==> src/hdl/smooth_weighted_round_robin_unit_defines.svh <==
// ---------------------------------------------------------------------------
// Smooth weighted round-robin unit: assertion macros
// Concurrent assertion helpers, compiled away when SYNTHESIS is set.
// ---------------------------------------------------------------------------
`ifndef SMOOTH_WEIGHTED_ROUND_ROBIN_UNIT_DEFINES_SVH
`define SMOOTH_WEIGHTED_ROUND_ROBIN_UNIT_DEFINES_SVH

`ifndef SYNTHESIS
// Property must hold on every clock edge outside reset.
`define SWRR_ASSERT(lbl, clk, rst_n, prop) \
    lbl: assert property (@(posedge clk) disable iff (!rst_n) (prop)) \
        else $error("swrr assertion failed");
// Expression must never be true outside reset.
`define SWRR_ASSERT_NEVER(lbl, clk, rst_n, expr) \
    lbl: assert property (@(posedge clk) disable iff (!rst_n) !(expr)) \
        else $error("swrr forbidden condition seen");
`else
`define SWRR_ASSERT(lbl, clk, rst_n, prop)
`define SWRR_ASSERT_NEVER(lbl, clk, rst_n, expr)
`endif

`endif

==> src/hdl/swrr_pkg.sv <==
// ---------------------------------------------------------------------------
// Smooth weighted round-robin package
// Widths, constants and shared types of the selector.
// ---------------------------------------------------------------------------
package swrr_pkg;

    // Number of endpoints that take part in selection (1 to 8).
    localparam int ENDPOINTS = 8;
    // Number of weight registers.
    localparam int NREG      = 8;

    localparam int IDX_W   = 3;   // endpoint index
    localparam int CIDX_W  = 4;   // configuration register index
    localparam int W_W     = 8;   // weight
    localparam int RW_W    = 13;  // running weight, signed
    localparam int TOT_W   = 11;  // weight total
    localparam int TAG_W   = 8;   // request tag

    // Sequencer states.
    typedef enum logic [1:0] {
        ST_IDLE,
        ST_SCAN,
        ST_WBACK,
        ST_DONE
    } t_state;

    // Control from the sequencer to the datapath.
    typedef struct packed {
        t_state             state;
        logic [IDX_W-1:0]   idx;
        logic               scan;
        logic               wback;
        logic               load_out;
    } t_seq_ctrl;

endpackage

==> src/hdl/swrr_sat_alu.sv <==
// ---------------------------------------------------------------------------
// Saturating adder and compare
// Shared unit: running weight plus a signed operand, clamped to the 13-bit
// signed range, and a signed greater-than against the best weight so far.
// ---------------------------------------------------------------------------
module swrr_sat_alu (
    input  logic signed [swrr_pkg::RW_W-1:0] i_a,
    input  logic signed [swrr_pkg::RW_W:0]   i_b,
    input  logic signed [swrr_pkg::RW_W-1:0] i_cmp,
    output logic signed [swrr_pkg::RW_W-1:0] o_sum,
    output logic                             o_gt
);
    import swrr_pkg::*;

    logic signed [RW_W+1:0] w_sum;
    logic                   w_hi;
    logic                   w_lo;

    // Full-width sum, two guard bits above the running weight.
    assign w_sum = {{2{i_a[RW_W-1]}}, i_a} + {i_b[RW_W], i_b};

    // Overflow detection from the guard bits.
    assign w_hi = ~w_sum[RW_W+1] & (w_sum[RW_W] | w_sum[RW_W-1]);
    assign w_lo =  w_sum[RW_W+1] & ~(w_sum[RW_W] & w_sum[RW_W-1]);

    // Clamp to the signed range.
    always_comb begin
        if (w_hi) begin
            o_sum = {1'b0, {(RW_W-1){1'b1}}};
        end else if (w_lo) begin
            o_sum = {1'b1, {(RW_W-1){1'b0}}};
        end else begin
            o_sum = w_sum[RW_W-1:0];
        end
    end

    assign o_gt = (o_sum > i_cmp);

endmodule

==> src/hdl/swrr_seq.sv <==
// ---------------------------------------------------------------------------
// Selection sequencer
// Walks the endpoints one per cycle, then one write-back cycle for the
// winner, then hands the result to the output register.
// ---------------------------------------------------------------------------
module swrr_seq (
    input  logic                  i_clk,
    input  logic                  i_rst_n,
    input  logic                  i_start,
    input  logic                  i_out_free,
    output swrr_pkg::t_seq_ctrl   o_ctrl
);
    import swrr_pkg::*;

    localparam logic [IDX_W-1:0] LAST_IDX = IDX_W'(ENDPOINTS - 1);

    t_state           r_state;
    t_state           n_state;
    logic [IDX_W-1:0] r_idx;
    logic [IDX_W-1:0] n_idx;

    // State and index registers.
    always_ff @(posedge i_clk) begin
        if (!i_rst_n) begin
            r_state <= ST_IDLE;
            r_idx   <= '0;
        end else begin
            r_state <= n_state;
            r_idx   <= n_idx;
        end
    end

    // Next state and control outputs.
    always_comb begin
        n_state         = r_state;
        n_idx           = r_idx;
        o_ctrl.state    = r_state;
        o_ctrl.idx      = r_idx;
        o_ctrl.scan     = 1'b0;
        o_ctrl.wback    = 1'b0;
        o_ctrl.load_out = 1'b0;
        unique case (r_state)
            ST_IDLE: begin
                if (i_start) begin
                    n_state = ST_SCAN;
                    n_idx   = '0;
                end
            end
            ST_SCAN: begin
                o_ctrl.scan = 1'b1;
                if (r_idx == LAST_IDX) begin
                    n_state = ST_WBACK;
                end else begin
                    n_idx = r_idx + 1'b1;
                end
            end
            ST_WBACK: begin
                o_ctrl.wback = 1'b1;
                n_state      = ST_DONE;
            end
            ST_DONE: begin
                if (i_out_free) begin
                    o_ctrl.load_out = 1'b1;
                    n_state         = ST_IDLE;
                end
            end
            default: begin
                n_state = ST_IDLE;
            end
        endcase
    end

endmodule

==> src/hdl/smooth_weighted_round_robin_unit.sv <==
// Requests are taken only in the idle state: a new one is not accepted until the
// last has been handed to the output register. The single saturating adder
// visits each endpoint in turn, then the winner; the request is accepted before
// the scan and the result handed off after the write-back, once the output is free.
// A finished result waits in the output register while the next request runs.
// Reset (synchronous, active low): weights 1, running weights 1, total ENDPOINTS.
// ---------------------------------------------------------------------------
// Smooth weighted round-robin unit
// Per request adds each weight to its running weight, picks the largest
// positive running weight (lowest index on ties) and charges it the total.
// ---------------------------------------------------------------------------
`include "smooth_weighted_round_robin_unit_defines.svh"

module smooth_weighted_round_robin_unit (
    input  logic                          i_clk,
    input  logic                          i_rst_n,
    // request channel
    input  logic                          i_in_valid,
    output logic                          o_in_ready,
    input  logic [swrr_pkg::TAG_W-1:0]    i_request_tag,
    // result channel
    output logic                          o_out_valid,
    input  logic                          i_out_ready,
    output logic [swrr_pkg::IDX_W-1:0]    o_chosen_index,
    output logic                          o_pick_valid,
    output logic [swrr_pkg::TAG_W-1:0]    o_tag_echo,
    // configuration channel
    input  logic                          i_cfg_valid,
    output logic                          o_cfg_ready,
    input  logic [swrr_pkg::CIDX_W-1:0]   i_cfg_index,
    input  logic [swrr_pkg::W_W-1:0]      i_cfg_data
);
    import swrr_pkg::*;

    t_seq_ctrl               w_ctrl;
    logic                    w_start;
    logic                    w_out_free;
    logic                    w_cfg_wr;
    logic [IDX_W-1:0]        w_rd_idx;
    logic signed [RW_W-1:0]  w_alu_a;
    logic signed [RW_W:0]    w_alu_b;
    logic signed [RW_W-1:0]  w_alu_sum;
    logic                    w_alu_gt;

    logic [W_W-1:0]          r_weight [NREG];
    logic signed [RW_W-1:0]  r_rw     [NREG];
    logic [TOT_W-1:0]        r_total;
    logic [IDX_W-1:0]        r_best_idx;
    logic signed [RW_W-1:0]  r_best_w;
    logic                    r_best_hit;
    logic [TAG_W-1:0]        r_tag;
    logic                    r_out_valid;

    // Handshakes.
    assign o_in_ready  = (w_ctrl.state == ST_IDLE);
    assign o_cfg_ready = (w_ctrl.state == ST_IDLE);
    assign w_start     = i_in_valid & o_in_ready;
    assign w_out_free  = ~r_out_valid | i_out_ready;
    assign w_cfg_wr    = i_cfg_valid & o_cfg_ready & (i_cfg_index < CIDX_W'(NREG));

    swrr_seq u_seq (
        .i_clk      (i_clk),
        .i_rst_n    (i_rst_n),
        .i_start    (w_start),
        .i_out_free (w_out_free),
        .o_ctrl     (w_ctrl)
    );

    // Operand selection for the shared adder.
    assign w_rd_idx = w_ctrl.wback ? r_best_idx : w_ctrl.idx;
    assign w_alu_a  = r_rw[w_rd_idx];
    assign w_alu_b  = w_ctrl.wback ? ((RW_W+1)'(0) - {{(RW_W+1-TOT_W){1'b0}}, r_total})
                                   : {{(RW_W+1-W_W){1'b0}}, r_weight[w_ctrl.idx]};

    swrr_sat_alu u_alu (
        .i_a   (w_alu_a),
        .i_b   (w_alu_b),
        .i_cmp (r_best_w),
        .o_sum (w_alu_sum),
        .o_gt  (w_alu_gt)
    );

    // Weights, running weights and total.
    always_ff @(posedge i_clk) begin
        if (!i_rst_n) begin
            for (int k = 0; k < NREG; k++) begin
                r_weight[k] <= W_W'(1);
                r_rw[k]     <= RW_W'(1);
            end
            r_total <= TOT_W'(ENDPOINTS);
        end else if (w_cfg_wr) begin
            r_weight[i_cfg_index[IDX_W-1:0]] <= i_cfg_data;
            r_rw[i_cfg_index[IDX_W-1:0]]     <= {{(RW_W-W_W){1'b0}}, i_cfg_data};
            if (i_cfg_index < CIDX_W'(ENDPOINTS)) begin
                r_total <= r_total - TOT_W'(r_weight[i_cfg_index[IDX_W-1:0]])
                                   + TOT_W'(i_cfg_data);
            end
        end else if (w_ctrl.scan) begin
            r_rw[w_ctrl.idx] <= w_alu_sum;
        end else if (w_ctrl.wback && r_best_hit) begin
            r_rw[r_best_idx] <= w_alu_sum;
        end
    end

    // Best candidate tracking during the scan.
    always_ff @(posedge i_clk) begin
        if (!i_rst_n) begin
            r_best_hit <= 1'b0;
            r_best_w   <= '0;
            r_best_idx <= '0;
        end else if (w_start) begin
            r_best_hit <= 1'b0;
            r_best_w   <= '0;
            r_best_idx <= '0;
        end else if (w_ctrl.scan && (r_total != '0) && w_alu_gt) begin
            r_best_hit <= 1'b1;
            r_best_w   <= w_alu_sum;
            r_best_idx <= w_ctrl.idx;
        end
    end

    // Request tag capture.
    always_ff @(posedge i_clk) begin
        if (w_start) begin
            r_tag <= i_request_tag;
        end
    end

    // Output register.
    always_ff @(posedge i_clk) begin
        if (!i_rst_n) begin
            r_out_valid <= 1'b0;
        end else if (w_ctrl.load_out) begin
            r_out_valid <= 1'b1;
        end else if (i_out_ready) begin
            r_out_valid <= 1'b0;
        end
    end

    always_ff @(posedge i_clk) begin
        if (w_ctrl.load_out) begin
            o_chosen_index <= r_best_hit ? r_best_idx : '0;
            o_pick_valid   <= r_best_hit;
            o_tag_echo     <= r_tag;
        end
    end

    assign o_out_valid = r_out_valid;

    // A new result beat appears only out of the hand-off state.
    `SWRR_ASSERT(a_out_from_done, i_clk, i_rst_n, $rose(r_out_valid) |-> $past(w_ctrl.state == ST_DONE))
    // A winner always has a strictly positive running weight.
    `SWRR_ASSERT(a_best_positive, i_clk, i_rst_n, r_best_hit |-> (r_best_w > 0))
    // No winner can be charged when the total weight is zero.
    `SWRR_ASSERT_NEVER(a_no_charge_zero, i_clk, i_rst_n, w_ctrl.wback && r_best_hit && (r_total == '0))
    // A valid pick names an endpoint that takes part.
    `SWRR_ASSERT(a_index_range, i_clk, i_rst_n, (r_out_valid && o_pick_valid) |-> (o_chosen_index <= IDX_W'(ENDPOINTS - 1)))

endmodule

==> config.mk <==
export PLATFORM = sky130hd
export DESIGN_NAME = smooth_weighted_round_robin_unit
export DESIGN_NICKNAME = d
export VERILOG_FILES = /design/src/hdl/swrr_pkg.sv /design/src/hdl/swrr_sat_alu.sv /design/src/hdl/swrr_seq.sv /design/src/hdl/smooth_weighted_round_robin_unit.sv
export VERILOG_INCLUDE_DIRS = /design/src /design/src/hdl
export SDC_FILE = /design/constraint.sdc
export NUM_CORES = 1
export LEC_CHECK = 0
export ABC_AREA = 0
export ABC_CLOCK_PERIOD_IN_PS = 21200
export BUFFER_PORTS_ARGS = -buffer_cell sky130_fd_sc_hd__clkbuf_2
export CORE_AREA = 5 5 151 153
export DETAILED_ROUTE_END_ITERATION = 16
export DIE_AREA = 0 0 156 158
export GPL_ROUTABILITY_DRIVEN = 0
export PLACE_DENSITY = 0.82
export SETUP_SLACK_MARGIN = 0.3
export SLEW_MARGIN = 10
export SYNTH_ARGS = -nofsm -noshare
export SYNTH_HDL_FRONTEND = slang
export SYNTH_SLANG_ARGS = --single-unit
==> constraint.sdc <==
create_clock -name i_clk -period 21.2 [get_ports i_clk]
set_input_delay 2.12 -clock i_clk [delete_from_list [all_inputs] [get_ports i_clk]]
set_output_delay 2.12 -clock i_clk [all_outputs]
set_load 0.005 [all_outputs]
==> metrics.txt <==
Mean Syn Cell Area 11.7 µm²; worst-case vdd ir drop 0.0000677 V; Resize count post-CTS 0; number of enable flip-flop cells after synthesis 188; DIE HEIGHT 158 µm; CP endpoint kind register; CTS Sinks between 200 and 250; clk_lat worst skew roughly 0.52 ns; vias in the first global route 8690; Mapped Cells 1066; TritonCTS clock tree yes; setup TNS 0 ns; largest net degree at the start of global routing 32; startpoint class of the critical path register; DRC viols 0; slew margin rel. 23.6%; final WL 30300 µm; Clock Tree Buf Depth 3; TritonRoute pass-1 iters 7; CTS root buffer clkbuf_16; sequential area share after synthesis 51.3%; Clock Skew between 0.02 and 0.025 ns; Min-Delay Path Class reg2reg; Final ANT Viol Nets 0; Ant. Diodes 0; nets ~1200; H-Tree Depth 1; number of synthesized register bits 225; post-synth top area share 45.3%; DIE WIDTH 156 µm; RSZ-0062 raised after global routing no; Mapped Area approximately 12000 µm²; Reg2Reg Setup Slack 14.06 ns; P_leak 4.92 nW; via count 8851; synth cell count leaders edfxtp_1 (188), nor2_1 (144), inv_1 (66), nand2_1 (59), mux4_2 (52); wire per inst ~22 µm; first-pass GRT wire length approximately 47000 µm; largest cells by area after synthesis edfxtp_1 (45%), mux4_2 (9.4%), dfxtp_1 (5.9%); Top FF cell, synth edfxtp_1; layout overhead on the synthesized area 9.57%; port bufs 39; DRT iter0 DRCs 1049; top-count cell post-synth edfxtp_1; Final Setup Violations 0; worst-margin pin slew ~1.1 ns; yosys warns 0; initial antenna violation count 0; total power per unit cell area approximately 130 nW/µm²; Via density 6.41; WP data required 21.61 ns; Async S/R FF share, synth 0%; max-cap violations 0; Setup Fix Bufs, Post-CTS 0; Synthesized Nets around 1100; Peak Freq 140 MHz; max-slew violation count 0; hold_ws approximately 0.42 ns; Synth area leader edfxtp_1; Tcrit/Tclk final between 30% and 40%; GRT overflow 0; cts hold-fix bufs 0; die area 24600 µm²; kind of critical path reg2reg; Critical Path Fanout Max 26; Rows 54; # IOs 40; Critical Path AT 7.55 ns; initial core utilization about three fifths; All-Layer GR Usage 24.9%; CTS Buf Count 23; Final HPWL DP 21100 µm; status finished clean; Final Hold Fails 0; CORE AREA about 21000 µm²; clock slew at reported path FFs 0.06 ns; share of layout cells above drive strength 1 17.6%; min Tclk post-route 7.14 ns; Distinct cells, synth 75
critical path: stages (launching register included):
cell	delay, ns
dfxtp_1	0.33
inv_1	0.12
ha_1	0.17
buf_4	0.29
mux2i_4	0.27
buf_4	0.48
mux4_2	0.57
mux2_2	0.28
ha_1	0.39
nand3_1	0.10
o211ai_1	0.38
a31oi_1	0.23
o21ai_1	0.77
o2111ai_1	0.33
and3_1	0.28
ha_1	0.32
nand3_1	0.12
o21bai_1	0.19
a311oi_1	0.34
o31a_1	0.65
nand3_1	0.20
o32ai_1	0.19
flip-flops by register name (all words and copies together), names as in the netlist, named ones only:
| signal | flops |
|---|---|
| o_chosen_index | 3 |
| o_out_valid | 1 |
| o_pick_valid | 1 |
| o_tag_echo | 8 |
| r_best_hit | 1 |
| r_best_idx | 3 |
| r_best_w | 13 |
| r_rw | 104 |
| r_tag | 8 |
| r_total | 11 |
| r_weight | 64 |
| u_seq.r_idx | 3 |
| u_seq.r_state | 2 |
path summary, 6_finish.rpt:
kind / cells past startpoint / end / start
worst max register to register: 21 / r_best_w[5] / u_seq.r_state[0]
worst min-delay path: 0 / o_tag_echo[4] / r_tag[4]
worst min register to register: 0 / o_tag_echo[4] / r_tag[4]
worst max-delay path: 21 / r_best_w[5] / u_seq.r_state[0]
cells in the final DEF (no fill, tap or decap), drive strengths merged, types with 8 or more instances in the layout:
cell type,instances
o21ai,41
a21o,8
and2,8
a21oi,43
mux4,52
dfxtp,37
xnor2,17
nand3,31
fa,9
mux2,20
nor3,48
nand4,13
inv,69
clkinv,8
buf,15
mux2i,23
edfxtp,188
nand2b,15
nor2b,8
or3,9
and3,10
a31oi,9
clkbuf,71
ha,47
nand2,60
nor2,146
logic make-up (layout without fill, tap and decap cells):
family | Yosys count | in the layout | share of synthesized area (%)
multiplexers | 95 | 95 | 13.1
adder cells (fa/ha/maj) | 56 | 56 | 6.17
buffers and inverters | 132 | 167 | 4.25
AO/OA/AOI/OAI | 167 | 167 | 9.80
XOR/XNOR | 22 | 22 | 1.55
flip-flops | 225 | 225 | 51.3
AND/OR/NAND/NOR | 369 | 369 | 13.9
report_power, final:
group	internal (mW)	leakage [nW]	switching, mW	total, mW
sequential	0.533	2.17	0.0257	0.559
combinational	0.308	2.37	0.516	0.824
clock	0.248	0.375	0.167	0.415
total	1.09	4.92	0.709	1.80
metrics by stage:
| stage | cells | utilization, % | instance area [µm²] | total power, mW | worst slack [ns] |
|---|---|---|---|---|---|
| after floorplan | 1066 | - | 12500 | 1.18 | 14.54 |
| after CTS | 1381 | 63.7 | 13600 | 1.79 | 14.15 |
| after global placement | 1339 | 60.1 | 12900 | 1.35 | 14.49 |
| after detailed placement | 1339 | 60.1 | 12900 | 1.37 | 14.19 |
| after global routing | 1381 | 63.7 | 13600 | 1.90 | 13.61 |
| final | 1381 | 63.7 | 13600 | 1.80 | 14.06 |
per-layer routing:
| layer | global-route usage [%] | share of wire, % | up-vias | wire, µm |
|---|---|---|---|---|
| li1 | - | - | 4010 | - |
| met1 | 33.7 | 40 | 4306 | 12100 |
| met2 | 39.1 | 46 | 444 | 14100 |
| met3 | 4.89 | 9.1 | 91 | 2760 |
| met4 | 11.4 | 4.7 | 0 | 1430 |
| met5 | 0 | 0 | - | 0 |
cell type report:
type	instances	area [µm²]
timing repair buffer	54	308
tap	280	350
multi-input combinational	709	5570
clock buffer	32	639
inverter	71	267
fill	1597	7770
sequential	225	6390
clock inverter	10	133
(Power assumes the default switching activity.)
